===== config.mk =====
export PLATFORM = sky130hd
export DESIGN_NAME = modular_inverse_ext_euclid
export DESIGN_NICKNAME = d
export VERILOG_FILES = /design/src/hdl/modinv_pkg.sv /design/src/hdl/modinv_ctrl.sv /design/src/hdl/modinv_dpath.sv /design/src/hdl/modular_inverse_ext_euclid.sv
export VERILOG_INCLUDE_DIRS = /design/src /design/src/hdl
export SDC_FILE = /design/constraint.sdc
export NUM_CORES = 1
export LEC_CHECK = 0
export BUFFER_PORTS_ARGS = -buffer_cell sky130_fd_sc_hd__buf_2
export CAP_MARGIN = 10
export CORE_AREA = 3 3 251 253
export CTS_CLUSTER_SIZE = 30
export DETAILED_ROUTE_END_ITERATION = 8
export DIE_AREA = 0 0 254 256
export REMOVE_ABC_BUFFERS = 1
export SLEW_MARGIN = 20
export SYNTH_ARGS = -nofsm -noshare
export SYNTH_HDL_FRONTEND = slang
export SYNTH_SLANG_ARGS = --single-unit

===== constraint.sdc =====
create_clock -name aclk -period 6.8 [get_ports aclk]
set_clock_uncertainty 0.2 [all_clocks]
set_input_delay 0.34 -clock aclk [delete_from_list [all_inputs] [get_ports aclk]]
set_output_delay 0.34 -clock aclk [all_outputs]
set_load 0.02 [all_outputs]

===== src/hdl/modular_inverse_ext_euclid_defines.svh =====
// Assertion macros for the modular inverse block.
// No dependencies; included by the top level only.
`ifndef MODULAR_INVERSE_EXT_EUCLID_DEFINES_SVH
`define MODULAR_INVERSE_EXT_EUCLID_DEFINES_SVH

`ifndef NO_ASSERTIONS
// Same-cycle implication, checked outside reset
`define MODINV_ASSERT_IMP(lbl, clk, rstn, ante, cons, msg) \
    lbl: assert property (@(posedge clk) disable iff (!rstn) (ante) |-> (cons)) \
        else $error(msg);
// Next-cycle implication, checked outside reset
`define MODINV_ASSERT_NXT(lbl, clk, rstn, ante, cons, msg) \
    lbl: assert property (@(posedge clk) disable iff (!rstn) (ante) |=> (cons)) \
        else $error(msg);
`else
`define MODINV_ASSERT_IMP(lbl, clk, rstn, ante, cons, msg)
`define MODINV_ASSERT_NXT(lbl, clk, rstn, ante, cons, msg)
`endif

`endif


===== src/hdl/modinv_pkg.sv =====
// Shared types for the modular inverse block: sequencer states and
// the command/status groups between controller and datapath. No dependencies.
package modinv_pkg;

    typedef enum logic [2:0] {
        ST_IDLE,
        ST_CHECK,
        ST_DIV,
        ST_UPDATE,
        ST_FINISH
    } modinv_state_t;

    // Controller to datapath
    typedef struct packed {
        logic load;      // capture modulus and value, seed coefficients
        logic div_init;  // start a division of old by current remainder
        logic div_step;  // one quotient bit and one coefficient accumulate
        logic update;    // rotate remainders and coefficients
        logic finish;    // load the result register
    } modinv_cmd_t;

    // Datapath to controller
    typedef struct packed {
        logic cur_zero;  // current remainder is zero
    } modinv_stat_t;

endpackage


===== src/hdl/modinv_ctrl.sv =====
// Sequencer for the modular inverse block: rounds, division bit count,
// handshakes. Depends on modinv_pkg.
module modinv_ctrl #(
    parameter int WIDTH = 32
) (
    input  logic                 aclk,
    input  logic                 aresetn,
    input  logic                 s_valid,
    output logic                 s_ready,
    output logic                 m_valid,
    input  logic                 m_ready,
    input  modinv_pkg::modinv_stat_t stat,
    output modinv_pkg::modinv_cmd_t  cmd
);
    import modinv_pkg::*;

    localparam int CNT_W = $clog2(WIDTH);

    modinv_state_t    state_reg, state_next;
    logic [CNT_W-1:0] cnt_reg, cnt_next;
    logic             out_valid_reg, out_valid_next;

    // State, bit counter and result-valid registers
    always_ff @(posedge aclk) begin
        if (!aresetn) begin
            state_reg     <= ST_IDLE;
            cnt_reg       <= '0;
            out_valid_reg <= 1'b0;
        end else begin
            state_reg     <= state_next;
            cnt_reg       <= cnt_next;
            out_valid_reg <= out_valid_next;
        end
    end

    // Next state and commands
    always_comb begin
        state_next     = state_reg;
        cnt_next       = cnt_reg;
        out_valid_next = out_valid_reg;
        cmd            = '0;
        s_ready        = 1'b0;

        // drop the result once it has been transferred
        if (m_ready) begin
            out_valid_next = 1'b0;
        end

        unique case (state_reg)
            ST_IDLE: begin
                s_ready = 1'b1;
                if (s_valid) begin
                    cmd.load   = 1'b1;
                    state_next = ST_CHECK;
                end
            end
            ST_CHECK: begin
                if (stat.cur_zero) begin
                    state_next = ST_FINISH;
                end else begin
                    cmd.div_init = 1'b1;
                    cnt_next     = CNT_W'(WIDTH - 1);
                    state_next   = ST_DIV;
                end
            end
            ST_DIV: begin
                cmd.div_step = 1'b1;
                cnt_next     = cnt_reg - CNT_W'(1);
                if (cnt_reg == '0) begin
                    state_next = ST_UPDATE;
                end
            end
            ST_UPDATE: begin
                cmd.update = 1'b1;
                state_next = ST_CHECK;
            end
            ST_FINISH: begin
                // hold until the result register is free
                if (!out_valid_reg || m_ready) begin
                    cmd.finish     = 1'b1;
                    out_valid_next = 1'b1;
                    state_next     = ST_IDLE;
                end
            end
            default: begin
                state_next = ST_IDLE;
            end
        endcase
    end

    assign m_valid = out_valid_reg;

endmodule


===== src/hdl/modinv_dpath.sv =====
// Datapath for the modular inverse block: remainders, signed-magnitude
// coefficients, restoring divider with coefficient accumulate, result register.
// Depends on modinv_pkg.
module modinv_dpath #(
    parameter int WIDTH = 32
) (
    input  logic                     aclk,
    input  logic [WIDTH-1:0]         s_modulus,
    input  logic [WIDTH-1:0]         s_value,
    input  modinv_pkg::modinv_cmd_t  cmd,
    output modinv_pkg::modinv_stat_t stat,
    output logic [WIDTH-1:0]         m_inverse,
    output logic                     m_coprime
);
    import modinv_pkg::*;

    logic [WIDTH-1:0] mod_reg;
    logic [WIDTH-1:0] rem_old_reg, rem_cur_reg;
    logic [WIDTH-1:0] mag_old_reg, mag_cur_reg;
    logic             neg_old_reg, neg_cur_reg;
    logic [WIDTH-1:0] part_reg, part_next;
    logic [WIDTH-1:0] dvd_reg;
    logic [WIDTH-1:0] acc_reg, acc_next;
    logic [WIDTH-1:0] inv_reg, inv_next;
    logic             cop_reg;

    logic [WIDTH:0]   rem_shift;
    logic [WIDTH+1:0] diff;
    logic             qbit;

    // One restoring division step; accumulate q * current magnitude MSB first
    always_comb begin
        rem_shift = {part_reg, dvd_reg[WIDTH-1]};
        diff      = {1'b0, rem_shift} - {2'b00, rem_cur_reg};
        qbit      = !diff[WIDTH+1];
        part_next = qbit ? diff[WIDTH-1:0] : rem_shift[WIDTH-1:0];
        acc_next  = {acc_reg[WIDTH-2:0], 1'b0} + (qbit ? mag_cur_reg : '0);
    end

    // Fold a negative coefficient back into range
    always_comb begin
        if (neg_old_reg && (mag_old_reg != '0)) begin
            inv_next = mod_reg - mag_old_reg;
        end else begin
            inv_next = mag_old_reg;
        end
    end

    // Euclid state
    always_ff @(posedge aclk) begin
        if (cmd.load) begin
            mod_reg     <= s_modulus;
            rem_old_reg <= s_modulus;
            rem_cur_reg <= s_value;
            mag_old_reg <= '0;
            mag_cur_reg <= WIDTH'(1);
            neg_old_reg <= 1'b0;
            neg_cur_reg <= 1'b0;
        end else if (cmd.update) begin
            rem_old_reg <= rem_cur_reg;
            rem_cur_reg <= part_reg;
            mag_old_reg <= mag_cur_reg;
            mag_cur_reg <= acc_reg + mag_old_reg;
            neg_old_reg <= neg_cur_reg;
            neg_cur_reg <= !neg_cur_reg;
        end
    end

    // Divider registers
    always_ff @(posedge aclk) begin
        if (cmd.div_init) begin
            part_reg <= '0;
            dvd_reg  <= rem_old_reg;
            acc_reg  <= '0;
        end else if (cmd.div_step) begin
            part_reg <= part_next;
            dvd_reg  <= {dvd_reg[WIDTH-2:0], 1'b0};
            acc_reg  <= acc_next;
        end
    end

    // Result register
    always_ff @(posedge aclk) begin
        if (cmd.finish) begin
            inv_reg <= inv_next;
            cop_reg <= (rem_old_reg == WIDTH'(1));
        end
    end

    assign stat.cur_zero = (rem_cur_reg == '0);
    assign m_inverse     = inv_reg;
    assign m_coprime     = cop_reg;

endmodule


===== src/hdl/modular_inverse_ext_euclid.sv =====
// Modular inverse by the extended Euclidean algorithm; uses modinv_pkg.
// Each Euclid round (0 .. about 1.44*WIDTH+2 rounds in all) is one pass of the
// shared bit-serial divider over all WIDTH quotient bits, plus a check and an
// update state. One item in flight; a new input is taken only after the last
// result has been loaded into the result register.
// Reset (synchronous, aresetn low) returns to idle and drops any pending result.
`include "modular_inverse_ext_euclid_defines.svh"

module modular_inverse_ext_euclid #(
    parameter int WIDTH = 32
) (
    input  logic             aclk,
    input  logic             aresetn,
    input  logic             s_valid,
    output logic             s_ready,
    input  logic [WIDTH-1:0] s_modulus,
    input  logic [WIDTH-1:0] s_value,
    output logic             m_valid,
    input  logic             m_ready,
    output logic [WIDTH-1:0] m_inverse,
    output logic             m_coprime
);
    import modinv_pkg::*;

    modinv_cmd_t  cmd;
    modinv_stat_t stat;

    // Sequencer
    modinv_ctrl #(
        .WIDTH (WIDTH)
    ) u_ctrl (
        .aclk    (aclk),
        .aresetn (aresetn),
        .s_valid (s_valid),
        .s_ready (s_ready),
        .m_valid (m_valid),
        .m_ready (m_ready),
        .stat    (stat),
        .cmd     (cmd)
    );

    // Arithmetic
    modinv_dpath #(
        .WIDTH (WIDTH)
    ) u_dpath (
        .aclk      (aclk),
        .s_modulus (s_modulus),
        .s_value   (s_value),
        .cmd       (cmd),
        .stat      (stat),
        .m_inverse (m_inverse),
        .m_coprime (m_coprime)
    );

    // Only one item in flight
    `MODINV_ASSERT_NXT(a_single_item, aclk, aresetn, s_valid && s_ready, !s_ready, "busy")
    // Result never overwrites an untransferred one
    `MODINV_ASSERT_IMP(a_no_overwrite, aclk, aresetn, cmd.finish, !m_valid || m_ready, "overwrite")
    // Divider never runs on a zero divisor
    `MODINV_ASSERT_IMP(a_div_nonzero, aclk, aresetn, cmd.div_init || cmd.div_step, !stat.cur_zero, "div0")

endmodule

# Word level (Yosys, flattened, before mapping)
# Cells that the tools add are included.
dict set report classes {
  n_addsub 5
  multipliers 0
  div_mod_pow 0
  order_cmp 0
  eq_ne 9
  shifts 0
  muxes 28
  bitwise 0
  n_reduce_logical 13
}
# op n
set op_table {}
lappend op_table {{$mux W32} 9}
lappend op_table {{$add A32 B32 Y32} 2}
lappend op_table {{$sub A33 B32 Y34} 1}
lappend op_table {{$eq A32 B1 Y1 const B} 1}
lappend op_table {{$logic_not A32 Y1} 1}
lappend op_table {{$reduce_bool A32 Y1} 1}
lappend op_table {{$sub A32 B32 Y32} 1}
lappend op_table {{$pmux W3 S5} 1}
lappend op_table {{$mux W1} 12}
lappend op_table {{$mux W3} 4}
lappend op_table {{$pmux W5 S2} 1}
lappend op_table {{$eq A3 B2 Y1 const B} 2}
lappend op_table {{$reduce_bool A2 Y1} 3}
lappend op_table {{$logic_not A5 Y1} 1}
lappend op_table {{$mux W5} 1}
lappend op_table {{$sub A5 B1 Y5 const B} 1}
lappend op_table {{$ne A2 B1 Y1 const B} 2}
lappend op_table {{$ne A2 B2 Y1 const B} 2}
lappend op_table {{$eq A3 B1 Y1 const B} 1}
lappend op_table {{$eq A3 B3 Y1 const B} 1}
lappend op_table {{$logic_not A3 Y1} 1}
lappend op_table {{$reduce_and A3 Y1} 1}
lappend op_table {{$logic_not A1 Y1} 2}
lappend op_table {{$reduce_and A2 Y1} 1}
lappend op_table {{other kinds (2)} 2}
dict set report word_totals {
  ff_bits 300
  latch_bits 0
  mem_bits_rw 0
  romBits 0
  out_inout_bits 35
  n_memories 0
}

# Logic depth before layout (Yosys ltp)
# Gate-level depths: netlist of the first run.
dict set report depth {
  word_depth 4
  mapped_depth 28
  mapped_depth_nobuf 24
}

# Modules after synthesis
# From an unflattened synthesis of the first run, not the netlist that was laid out.
dict set report unflattened {
  hier_cells 1856
  area_unflattened_um2 18096.1
}
# mod n_inst cells_per_inst area_each_um2 seq_area_each_um2
set modules_own_cells {}
lappend modules_own_cells {modinv_dpath 1 1806 17603.1 7437.1}
lappend modules_own_cells {modinv_ctrl 1 50 493.0 180.2}

# Worst setup path after synthesis of the first run
# OpenSTA, ideal clock, no wires.
dict set report synth_timing {
  path_kind {register to register}
  start {register u_dpath.rem_cur_reg[1]}
  end {register u_dpath.acc_reg[25]}
  arrival_ps 5211
  t_required_ps 6471
  path_slack_ps 1260
  stages_incl_launch_ff 28
  path_buffers 3
  period_less_slack_ps 5540
  cell_sequence {edfxtp_1 > inv_1 > ha_1 > nor2b_4 > o31ai_2 > a21oi_2 > o41ai_4 > o21a_2 > o21a_4 > nand3_1 > a311o_1 > buf_2 > buf_6 > clkbuf_1 > and2_1 > ha_1 > fa_1 > a211oi_1 > o21ai_0 > a21oi_1 > o211ai_1 > nand2_1 > o221ai_1 > o21a_1 > or2_2 > a211o_1 > xnor2_1 > o21ai_0}
}
dict set report synth_via {
  elab_chain_len 3
}
# element line
set synth_rtl {}
lappend synth_rtl {{from (decl)} modinv_dpath.sv:18} ;# logic [WIDTH-1:0] rem_old_reg, rem_cur_reg;
lappend synth_rtl {{from (signal assigned)} modinv_dpath.sv:54} ;# rem_cur_reg <= s_value;
lappend synth_rtl {{from (signal assigned)} modinv_dpath.sv:61} ;# rem_cur_reg <= part_reg;
lappend synth_rtl {{$sub A33 B32 Y34 / $logic_not A32 Y1 (equally long branches)} {modinv_dpath.sv:34, modinv_dpath.sv:90}}
lappend synth_rtl {{$mux W32 / $mux W1 (equally long branches)} {modinv_dpath.sv:37, modinv_ctrl.sv:58}}
lappend synth_rtl {{$add A32 B32 Y32 / $mux W1 (equally long branches)} {modinv_dpath.sv:37, modinv_ctrl.sv:49}}
lappend synth_rtl {{to (signal assigned)} modinv_dpath.sv:78} ;# acc_reg <= acc_next;
lappend synth_rtl {{to (decl)} modinv_dpath.sv:23} ;# logic [WIDTH-1:0] acc_reg, acc_next;
# Parallel ways exist; a longest one is shown, timed or not.
# A chain may end at the register's enable or synchronous reset.

# Final worst setup path of the first run
dict set report layout_timing {
  start {register u_dpath.rem_cur_reg[16]}
  end {register u_dpath.acc_reg[31]}
}
# Same word-level chain as after synthesis.

==> flow_metrics.env, run 1 <==
export IMPL_yosysSeqAreaShare_pct=43.3
export IMPL_syn_inst=1950
export IMPL_cp_required_ns=7.08
export IMPL_async_reset_ff_share_pct=0
export IMPL_cts_inserted_buffers=30
export IMPL_drc=0
export IMPL_insertion_delay_ns=0.58
export IMPL_switchingPower_mw=1.30
export IMPL_routedWlPerCell_um=16.7
export IMPL_rr_worst_depth=24
export IMPL_cp_start_kind="register"
export IMPL_leakagePower_nw=8.15
export IMPL_dp_cells=2779
export IMPL_fin_cells=2904
export IMPL_globalplace_congestion=0.854
export IMPL_rsz0062_at_grt="no"
export IMPL_arrival_ns=6.43
export IMPL_core_area_mm2=0.0613
export IMPL_end_kind="register"
export IMPL_start_util_pct=28.7
export IMPL_path_class="reg2reg"
export IMPL_nets=2288
export IMPL_die_h_um=256
export IMPL_swShare_pct=26.7
export IMPL_chipWidth_um=254
export IMPL_r2r_end="u_dpath.acc_reg[31]"
export IMPL_clockBufferDepth=3
export IMPL_finalCritPeriodShare_pct=90.4
export IMPL_combPwrFrac_pct=16.5
export IMPL_grt_overflow_total=0
export IMPL_holdCritPathClass="reg2reg"
export IMPL_fin_crit_ns=6.15
export IMPL_die_area_mm2=0.0650
export IMPL_worstMarginPinSlew_ns=0.993
export IMPL_routed_wl_um=48600
export IMPL_avgSynthCellArea_um2=9.02
export IMPL_io_buffer_count=102
export IMPL_num_rows=91
export IMPL_relSlewSlack_pct=33.5
export IMPL_power_density_mw_per_mm2=235
export IMPL_worstReg2RegStart="u_dpath.rem_cur_reg[16]"
export IMPL_ioPinCount=103
export IMPL_grt_max_degree=121
export IMPL_internal_power_mw=3.58
export IMPL_globalRouteTotalUtil_pct=14.5
export IMPL_drv_slew=0
export IMPL_synth_area_mm2=0.0176
export IMPL_finalHoldViolations=0
export IMPL_drt_iter0_markers=892
export IMPL_diodes=0
export IMPL_via_per_inst=4.97
export IMPL_cts_sinks=300
export IMPL_p_total_mw=4.88
export IMPL_min_to="u_dpath.mag_old_reg[29]"
export IMPL_netlist_cell_type_count=77
export IMPL_crit_path_max_fanout=29
export IMPL_htree_num_levels=1
export IMPL_drive_gt1_share_pct=10.6
export IMPL_yosys_warnings=0
export IMPL_pwr_share_clk_pct=39.5
export IMPL_clk_pin_slew_ns=0.07
export IMPL_synth_main_ff_cell="edfxtp_1"
export IMPL_antenna_found_initial=0
export IMPL_vdd_drop_max_uv=144
export IMPL_hold_start="u_dpath.mag_cur_reg[29]"
export IMPL_clockRootBuffer="clkbuf_16"
export IMPL_status="finished, final reports clean"
export IMPL_max_cap_violations=0
export IMPL_via_count=14400
export IMPL_synth_seq_cells=300
export IMPL_cts_setup_buffers=0
export IMPL_area_delta_synth_final_pct=17.9
export IMPL_grt_pass1_wl_um=76200
export IMPL_first_pass_iters=5
export IMPL_hpwl_um=35600
export IMPL_reg2reg_slack_ns=0.65
export IMPL_ant_nets=0
export IMPL_cts_tree="yes"
export IMPL_power_frac_seq_pct=44.0
export IMPL_nFillCells=6223
export IMPL_fmax_ghz=0.163
export IMPL_hold_depth=2
export IMPL_synth_edff_count=161
export IMPL_setup_violations_final=0
export IMPL_grt_pass1_vias=14400
[cell type report]
cell class | instances | area [um^2] | share of cell area (%)
inverters | 100 | 380 | 1.83
repair buffers | 183 | 1290 | 6.22
clock inverters | 16 | 290 | 1.40
clock buffers | 40 | 860 | 4.14
multi-input cells | 1475 | 9320 | 44.9
flip-flops and latches | 300 | 7620 | 36.7
well taps | 790 | 988 | 4.76
[through the flow]
stage / hold WS [ns] / setup WS (ns) / utilization, % / instance area, um^2 / TNS [ns]
2_1_floorplan: 0.233 / -0.245 / - / 17300 / -15.70
3_3_place_gp: 0.254 / 0.785 / 30.9 / 18900 / 0
3_5_place_dp: 0.260 / 0.729 / 30.9 / 18900 / 0
4_1_cts: 0.268 / 0.686 / 33.9 / 20700 / 0
5_1_grt: 0.296 / 0.241 / 33.9 / 20700 / 0
6_report: 0.264 / 0.651 / 33.9 / 20700 / 0
[per-layer routing]
| metal | track usage [%] | up-vias | part of all wire [%] |
|---|---|---|---|
| li1 | - | 7226 | - |
| met1 | 18.2 | 6786 | 44 |
| met2 | 25.5 | 322 | 48 |
| met3 | 1.39 | 103 | 3.7 |
| met4 | 5.85 | 0 | 3.9 |
| met5 | 0 | - | 0 |
[Yosys cell counts (8+ instances only)]
cell	n	area share, %
nor2_1	80	1.7
a21o_1	46	2.0
inv_1	99	2.1
o21ai_0	170	4.8
ha_1	126	9.0
a22o_1	10	0.50
nand3_1	25	0.71
a21oi_1	162	4.6
clkbuf_1	63	1.3
nand2_1	373	8.0
xor2_1	43	2.1
o211ai_1	8	0.34
nand2b_1	19	0.68
nand4_1	17	0.60
nor2b_1	15	0.53
o21bai_1	16	0.68
edfxtp_1	161	27
nor4_1	26	0.92
mux2_2	31	2.0
xnor2_1	64	3.2
and3_1	10	0.36
nor3_1	32	0.91
dfxtp_1	139	16
a31oi_1	12	0.43
and2_1	36	1.3
o21ai_1	15	0.43
a211oi_1	16	0.68
o21a_1	21	0.90
mux2i_1	17	0.97
[power groups by stage]
stage / Clock, mW / Sequential [mW] / Combinational [mW]
2_1_floorplan: 0 / 2.16 / 0.557
3_3_place_gp: 0 / 2.18 / 0.756
3_5_place_dp: 0 / 2.19 / 0.771
4_1_cts: 1.97 / 2.15 / 0.808
5_1_grt: 2.03 / 2.16 / 0.897
6_report: 1.93 / 2.15 / 0.803
[worst max-delay path, cell delays in order, from the launching register on]
cell      delay [ns]
edfxtp_1        0.38
inv_1           0.10
ha_1            0.29
a21o_1          0.18
a21o_1          0.17
a21oi_1         0.20
o21ai_0         0.16
a221oi_2        0.30
o21a_4          0.20
nand3_1         0.08
a311o_2         0.62
and2_1          0.26
ha_1            0.21
fa_1            0.43
a211oi_1        0.26
o21ai_0         0.16
a21oi_1         0.28
o211ai_1        0.19
a31oi_1         0.34
o41a_1          0.28
nor3_1          0.07
o21ai_0         0.21
xnor2_1         0.17
xnor2_1         0.08
a22o_1          0.19
[what timing repair did]
| item | 4_1_cts | 5_1_grt |
|---|---|---|
| hold buffers | 69 | 0 |
| gates resized for setup | 0 | 0 |
| hold endpoints to repair | 104 | 0 |
[worst max path at each step]
stage | start | end | cells past startpoint
after floorplan | u_ctrl.state_reg[2] | u_dpath.rem_cur_reg[0] | 5
after global placement | u_dpath.rem_cur_reg[1] | u_dpath.acc_reg[31] | 24
after detailed placement | u_dpath.rem_cur_reg[16] | u_dpath.acc_reg[31] | 24
after CTS | u_dpath.rem_cur_reg[1] | u_dpath.acc_reg[31] | 24
after global routing | u_dpath.rem_cur_reg[16] | u_dpath.acc_reg[31] | 24
final | u_dpath.rem_cur_reg[16] | u_dpath.acc_reg[31] | 24
[placed cells by master, fill, tap and decap left out, types with 16 or more instances in the layout]
master	Yosys	routed
buf_2	5	102
nand3_1	25	25
nand4_1	17	17
o21a_1	21	21
mux2i_1	17	17
nand2b_1	19	19
dfxtp_1	139	139
a211oi_1	16	16
o21ai_0	170	169
o21bai_1	16	16
xnor2_1	64	64
nand2_1	373	372
nor2_1	80	79
inv_1	99	97
mux2_2	31	31
dlygate4sd3_1	0	69
clkbuf_16	0	31
a21o_1	46	45
edfxtp_1	161	161
xor2_1	43	43
ha_1	126	126
a21oi_1	162	162
nor3_1	32	32
nor4_1	26	26
and2_1	36	35
[cells by family (layout without fill, tap and decap cells)]
kind of cell	count (synthesis)	in the layout	share of synthesized area [%]
and+or+nand+nor	656	656	16.6
xor gates and xnor gates	107	107	5.33
AOI/OAI and AO/OA	534	534	18.5
adders and majority gates	130	130	9.42
buffers and inverters	175	339	3.85
muxes	48	48	2.95
DFF	300	300	43.3
No activity file was read; power rests on OpenSTA's default activity.
==> inputs of run 2 (changes only) <==
--- a/config.mk
+++ b/config.mk
@@ -15,2 +15,3 @@
 export REMOVE_ABC_BUFFERS = 1
+export SETUP_SLACK_MARGIN = 0.15
 export SLEW_MARGIN = 20
@@ -19 +20,2 @@
 export SYNTH_SLANG_ARGS = --single-unit
+export TNS_END_PERCENT = 5
==> constraint.sdc (replaced) <==
create_clock -name aclk -period 6.8 [get_ports aclk]
set_clock_uncertainty 0.2 [all_clocks]
set_input_delay 1.02 -clock aclk [delete_from_list [all_inputs] [get_ports aclk]]
set_output_delay 1.02 -clock aclk [all_outputs]
set_load 0.02 [all_outputs]
==> flow_metrics.env, run 2 (synthesized netlist as in run 1, its figures left out) <==
export IMPL_routed_wl_um=47800
export IMPL_vdd_drop_max_uv=160
export IMPL_final_cell_mix="nand2_1 (372), o21ai_0 (169), a21oi_1 (162)"
export IMPL_cts_tree="yes"
export IMPL_insertion_delay_ns=0.59
export IMPL_cp_required_ns=7.07
export IMPL_holdWs_ns=0.266
export IMPL_nets=2220
export IMPL_arrival_ns=6.41
export IMPL_clockBufferDepth=3
export IMPL_ioPinCount=103
export IMPL_worstMarginPinSlew_ns=1.05
export IMPL_fin_util_pct=32.7
export IMPL_diodes=0
export IMPL_grt_pass1_wl_um=75400
export IMPL_drt_iter0_markers=832
export IMPL_htree_num_levels=1
export IMPL_post_cts_resized=0
export IMPL_die_h_um=256
export IMPL_grt_overflow_total=0
export IMPL_hpwl_um=35500
export IMPL_drive_gt1_share_pct=11.0
export IMPL_final_area_mm2=0.0200
export IMPL_chipWidth_um=254
export IMPL_r2r_end="u_dpath.acc_reg[31]"
export IMPL_status="finished, final reports clean"
export IMPL_start_util_pct=28.7
export IMPL_dp_cells=2779
export IMPL_hold_depth=2
export IMPL_end_kind="register"
export IMPL_via_per_inst=4.99
export IMPL_dp_worst_setup_slack_ns=0.756
export IMPL_holdCritPathClass="reg2reg"
export IMPL_leakagePower_nw=7.82
export IMPL_finalCritPeriodShare_pct=90.3
export IMPL_setup_violations_final=0
export IMPL_hold_start="u_dpath.mag_cur_reg[12]"
export IMPL_final_common_cell="nand2_1"
export IMPL_rr_worst_depth=24
export IMPL_clk_pin_slew_ns=0.07
export IMPL_grt_pass1_vias=13900
export IMPL_fmax_ghz=0.163
export IMPL_fin_cells=2836
export IMPL_relSlewSlack_pct=30.1
export IMPL_crit_path_max_fanout=9
export IMPL_area_delta_synth_final_pct=13.7
export IMPL_post_dp_cell_area_mm2=0.0189
export IMPL_drc=0
export IMPL_clockRootBuffer="clkbuf_16"
export IMPL_power_density_mw_per_mm2=238
export IMPL_worstReg2RegStart="u_dpath.rem_cur_reg[1]"
export IMPL_drv_slew=0
export IMPL_startpoint="u_dpath.rem_cur_reg[1]"
export IMPL_routedWlPerCell_um=16.9
export IMPL_fin_crit_ns=6.14
export IMPL_core_area_mm2=0.0613
export IMPL_num_rows=91
export IMPL_max_cap_violations=0
export IMPL_rsz0062_at_grt="no"
export IMPL_ant_nets=0
export IMPL_globalRouteTotalUtil_pct=14.4
export IMPL_die_area_mm2=0.0650
export IMPL_first_pass_iters=6
export IMPL_finalHoldViolations=0
export IMPL_reg2reg_slack_ns=0.66
export IMPL_cts_hold_buffers=0
export IMPL_cp_start_kind="register"
export IMPL_globalplace_congestion=0.869
export IMPL_grt_max_degree=97
export IMPL_cts_sinks=300
export IMPL_io_buffer_count=102
export IMPL_antenna_found_initial=0
export IMPL_path_class="reg2reg"
export IMPL_min_to="u_dpath.mag_old_reg[12]"
export IMPL_cts_setup_buffers=0
export IMPL_cts_inserted_buffers=31
export IMPL_via_count=14200
export IMPL_worst_slack_ns=0.662
## run 2: final cells by class
cell class | instances | area, um^2
Clock buffer | 34 | 797
Clock inverter | 23 | 303
Fill cell | 6313 | 41300
Inverter | 100 | 380
Multi-Input combinational cell | 1475 | 9320
Sequential cell | 300 | 7620
Tap cell | 790 | 988
Timing Repair Buffer | 114 | 601
## run 2: per-layer routing
layer	global-route usage [%]	vias up	part of all wire (%)
li1	-	7083	-
met1	18.0	6669	44
met2	24.8	314	48
met3	1.52	90	4.0
met4	6.32	0	4.5
met5	0	-	0
## run 2: stage by stage
| stage | power [mW] | TNS (ns) |
|---|---|---|
| 2_1_floorplan | 2.72 | -15.70 |
| 3_3_place_gp | 2.94 | 0 |
| 3_5_place_dp | 2.95 | 0 |
| 4_1_cts | 4.80 | 0 |
| 5_1_grt | 4.97 | 0 |
| 6_report | 4.76 | 0 |
## run 2: critical path, stage by stage (launching register included)
cell and delay (ns):
edfxtp_1 0.44, inv_1 0.10, ha_1 0.22, nor2b_4 0.13
o31ai_2 0.25, a21oi_2 0.13, o41ai_4 0.39, o21a_2 0.28
o21a_4 0.18, nand3_1 0.09, a311o_2 0.53, and2_1 0.20
ha_1 0.20, fa_1 0.43, a211oi_1 0.25, o21ai_0 0.17
a21oi_1 0.26, o211ai_1 0.19, a31oi_1 0.36, o41a_1 0.28
nor3_1 0.06, o21ai_0 0.22, xnor2_1 0.17, xnor2_1 0.08
a22o_1 0.19
## run 2: report_power, final
group          internal, mW  switching, mW
combinational         0.285          0.481
clock                  1.08          0.761
sequential             2.08         0.0730
## run 2: worst max path at each step
stage | cells past startpoint | slack [ns] | endpoint
after global routing | 24 | 0.34 | u_dpath.acc_reg[31]
final | 24 | 0.66 | u_dpath.acc_reg[31]
after global placement | 24 | 0.83 | u_dpath.acc_reg[31]
after detailed placement | 24 | 0.76 | u_dpath.acc_reg[31]
after floorplan | 5 | -0.25 | u_dpath.rem_cur_reg[0]
after CTS | 24 | 0.70 | u_dpath.acc_reg[31]
==> inputs of run 3 (changes only) <==
- RECOVER_POWER: not set -> 25
==> flow_metrics.env, run 3 (synthesized netlist as in run 1, its figures left out) <==
export IMPL_cts_tree="yes"
export IMPL_fmax_ghz=0.163
export IMPL_end_kind="register"
export IMPL_grt_pass1_wl_um=75400
export IMPL_nets=2220
export IMPL_insertion_delay_ns=0.59
export IMPL_fin_crit_ns=6.14
export IMPL_via_count=14100
export IMPL_hpwl_um=35500
export IMPL_pwr_share_clk_pct=38.7
export IMPL_path_buf_inv=1
export IMPL_globalplace_congestion=0.869
export IMPL_relSlewSlack_pct=-106
export IMPL_ant_nets=0
export IMPL_path_cells="inv_1 > ha_1 > nor2b_4 > o31ai_2 > a21oi_2 > o41ai_4 > o21a_2 > o21a_4 > nand3_1 > a311o_2 > and2_1 > ha_1 > fa_1 > a211oi_1 > o21ai_0 > a21oi_1 > o211ai_1 > a31oi_1 > o41a_1 > nor3_1 > o21ai_0 > xnor2_1 > xnor2_1 > a22o_1"
export IMPL_rsz0062_at_grt="no"
export IMPL_area_delta_synth_final_pct=13.2
export IMPL_crit_family="compound AO/OA/AOI/OAI gates"
export IMPL_clockRootBuffer="clkbuf_16"
export IMPL_via_per_inst=4.98
export IMPL_htree_num_levels=1
export IMPL_diodes=0
export IMPL_power_frac_seq_pct=45.2
export IMPL_cts_sinks=300
export IMPL_dp_cells=2779
export IMPL_cts_setup_buffers=0
export IMPL_clockBufferDepth=3
export IMPL_setup_violations_final=0
export IMPL_fin_cells=2836
export IMPL_ioPinCount=103
export IMPL_p_total_mw=4.75
export IMPL_violations="capacitance limit, slew limit"
export IMPL_io_buffer_count=102
export IMPL_internal_power_mw=3.44
export IMPL_worstMarginPinSlew_ns=3.09
export IMPL_finalHoldViolations=0
export IMPL_num_rows=91
export IMPL_nFillCells=6340
export IMPL_grt_pass1_vias=13900
export IMPL_grt_max_degree=97
export IMPL_power_density_mw_per_mm2=239
export IMPL_cp_start_kind="register"
export IMPL_core_area_mm2=0.0613
export IMPL_vdd_drop_max_uv=161
export IMPL_cts_hold_buffers=0
export IMPL_chipWidth_um=254
export IMPL_post_cts_resized=0
export IMPL_max_cap_violations=2
export IMPL_drive_gt1_share_pct=7.77
export IMPL_status="finished, violations left"
export IMPL_slowest_stage="a311o_2"
export IMPL_antenna_found_initial=0
export IMPL_drt_iter0_markers=822
export IMPL_swShare_pct=27.6
export IMPL_drv_slew=97
export IMPL_die_h_um=256
export IMPL_holdWs_ns=0.269
export IMPL_critical_path_max_stage_delay_ns=0.52
export IMPL_routedWlPerCell_um=16.8
export IMPL_arrival_ns=6.41
export IMPL_routed_wl_um=47700
export IMPL_leakagePower_nw=7.64
export IMPL_start_util_pct=28.7
export IMPL_combPwrFrac_pct=16.1
export IMPL_cts_inserted_buffers=31
export IMPL_final_cell_mix="nand2_1 (372), o21ai_0 (169), a21oi_1 (162)"
export IMPL_cp_required_ns=7.07
export IMPL_path_class="reg2reg"
export IMPL_holdCritPathClass="reg2reg"
export IMPL_first_pass_iters=5
export IMPL_crit_path_max_fanout=9
export IMPL_switchingPower_mw=1.31
export IMPL_clk_pin_slew_ns=0.07
export IMPL_globalRouteTotalUtil_pct=14.4
export IMPL_final_common_cell="nand2_1"
export IMPL_drc=0
export IMPL_finalCritPeriodShare_pct=90.3
export IMPL_grt_overflow_total=0
export IMPL_die_area_mm2=0.0650
==> run 3: cell type report <==
class / count / area [um^2] / area share (%)
multi-input combinational: 1475 / 9320 / 46.8
sequential: 300 / 7620 / 38.2
tap: 790 / 988 / 4.96
clock buffer: 34 / 797 / 4.00
timing repair buffer: 114 / 517 / 2.59
inverter: 100 / 380 / 1.91
clock inverter: 23 / 303 / 1.52
==> run 3: path summary, 6_finish.rpt <==
path	startpoint	to	slack, ns	depth (start not counted)
hold / removal	u_dpath.mag_cur_reg[12]	u_dpath.mag_old_reg[12]	0.27	2
setup / recovery	u_dpath.rem_cur_reg[1]	u_dpath.acc_reg[31]	0.66	24
setup reg to reg	u_dpath.rem_cur_reg[1]	u_dpath.acc_reg[31]	0.66	24
hold reg to reg	u_dpath.mag_cur_reg[12]	u_dpath.mag_old_reg[12]	0.27	2
==> run 3: power groups by stage <==
| stage | logic [mW] | clock network [mW] | registers [mW] |
|---|---|---|---|
| after global placement | 0.756 | 0 | 2.18 |
| after global routing | 0.857 | 1.95 | 2.16 |
| after floorplan | 0.557 | 0 | 2.16 |
| after CTS | 0.770 | 1.89 | 2.15 |
| after detailed placement | 0.765 | 0 | 2.19 |
| final | 0.763 | 1.84 | 2.15 |
==> run 3: worst register-to-register path: cells and delay by family (launching register included) <==
| kind | cells | cell delay [ns] |
|---|---|---|
| AOI/OAI and AO/OA | 14 | 3.67 |
| DFF | 1 | 0.44 |
| xor gates and xnor gates | 2 | 0.26 |
| buffers and inverters | 1 | 0.10 |
| and+or+nand+nor | 4 | 0.49 |
| adders and majority gates | 3 | 0.85 |
==> run 3: per-stage QoR <==
step	cell area [um^2]	utilization, %	setup WS [ns]	TNS, ns
2_1_floorplan	17300	-	-0.245	-15.70
3_3_place_gp	18900	30.9	0.826	0
3_5_place_dp	18900	30.9	0.756	0
4_1_cts	20000	32.7	0.703	0
5_1_grt	19900	32.5	0.345	0
6_report	19900	32.5	0.660	0
==> run 3: per-layer routing <==
metal | share of wire (%) | GRT usage, % | vias to the layer above
li1 | - | - | 7093
met1 | 44 | 18.0 | 6644
met2 | 48 | 24.8 | 311
met3 | 4.1 | 1.52 | 87
met4 | 4.4 | 6.32 | 0
met5 | 0 | 0 | -
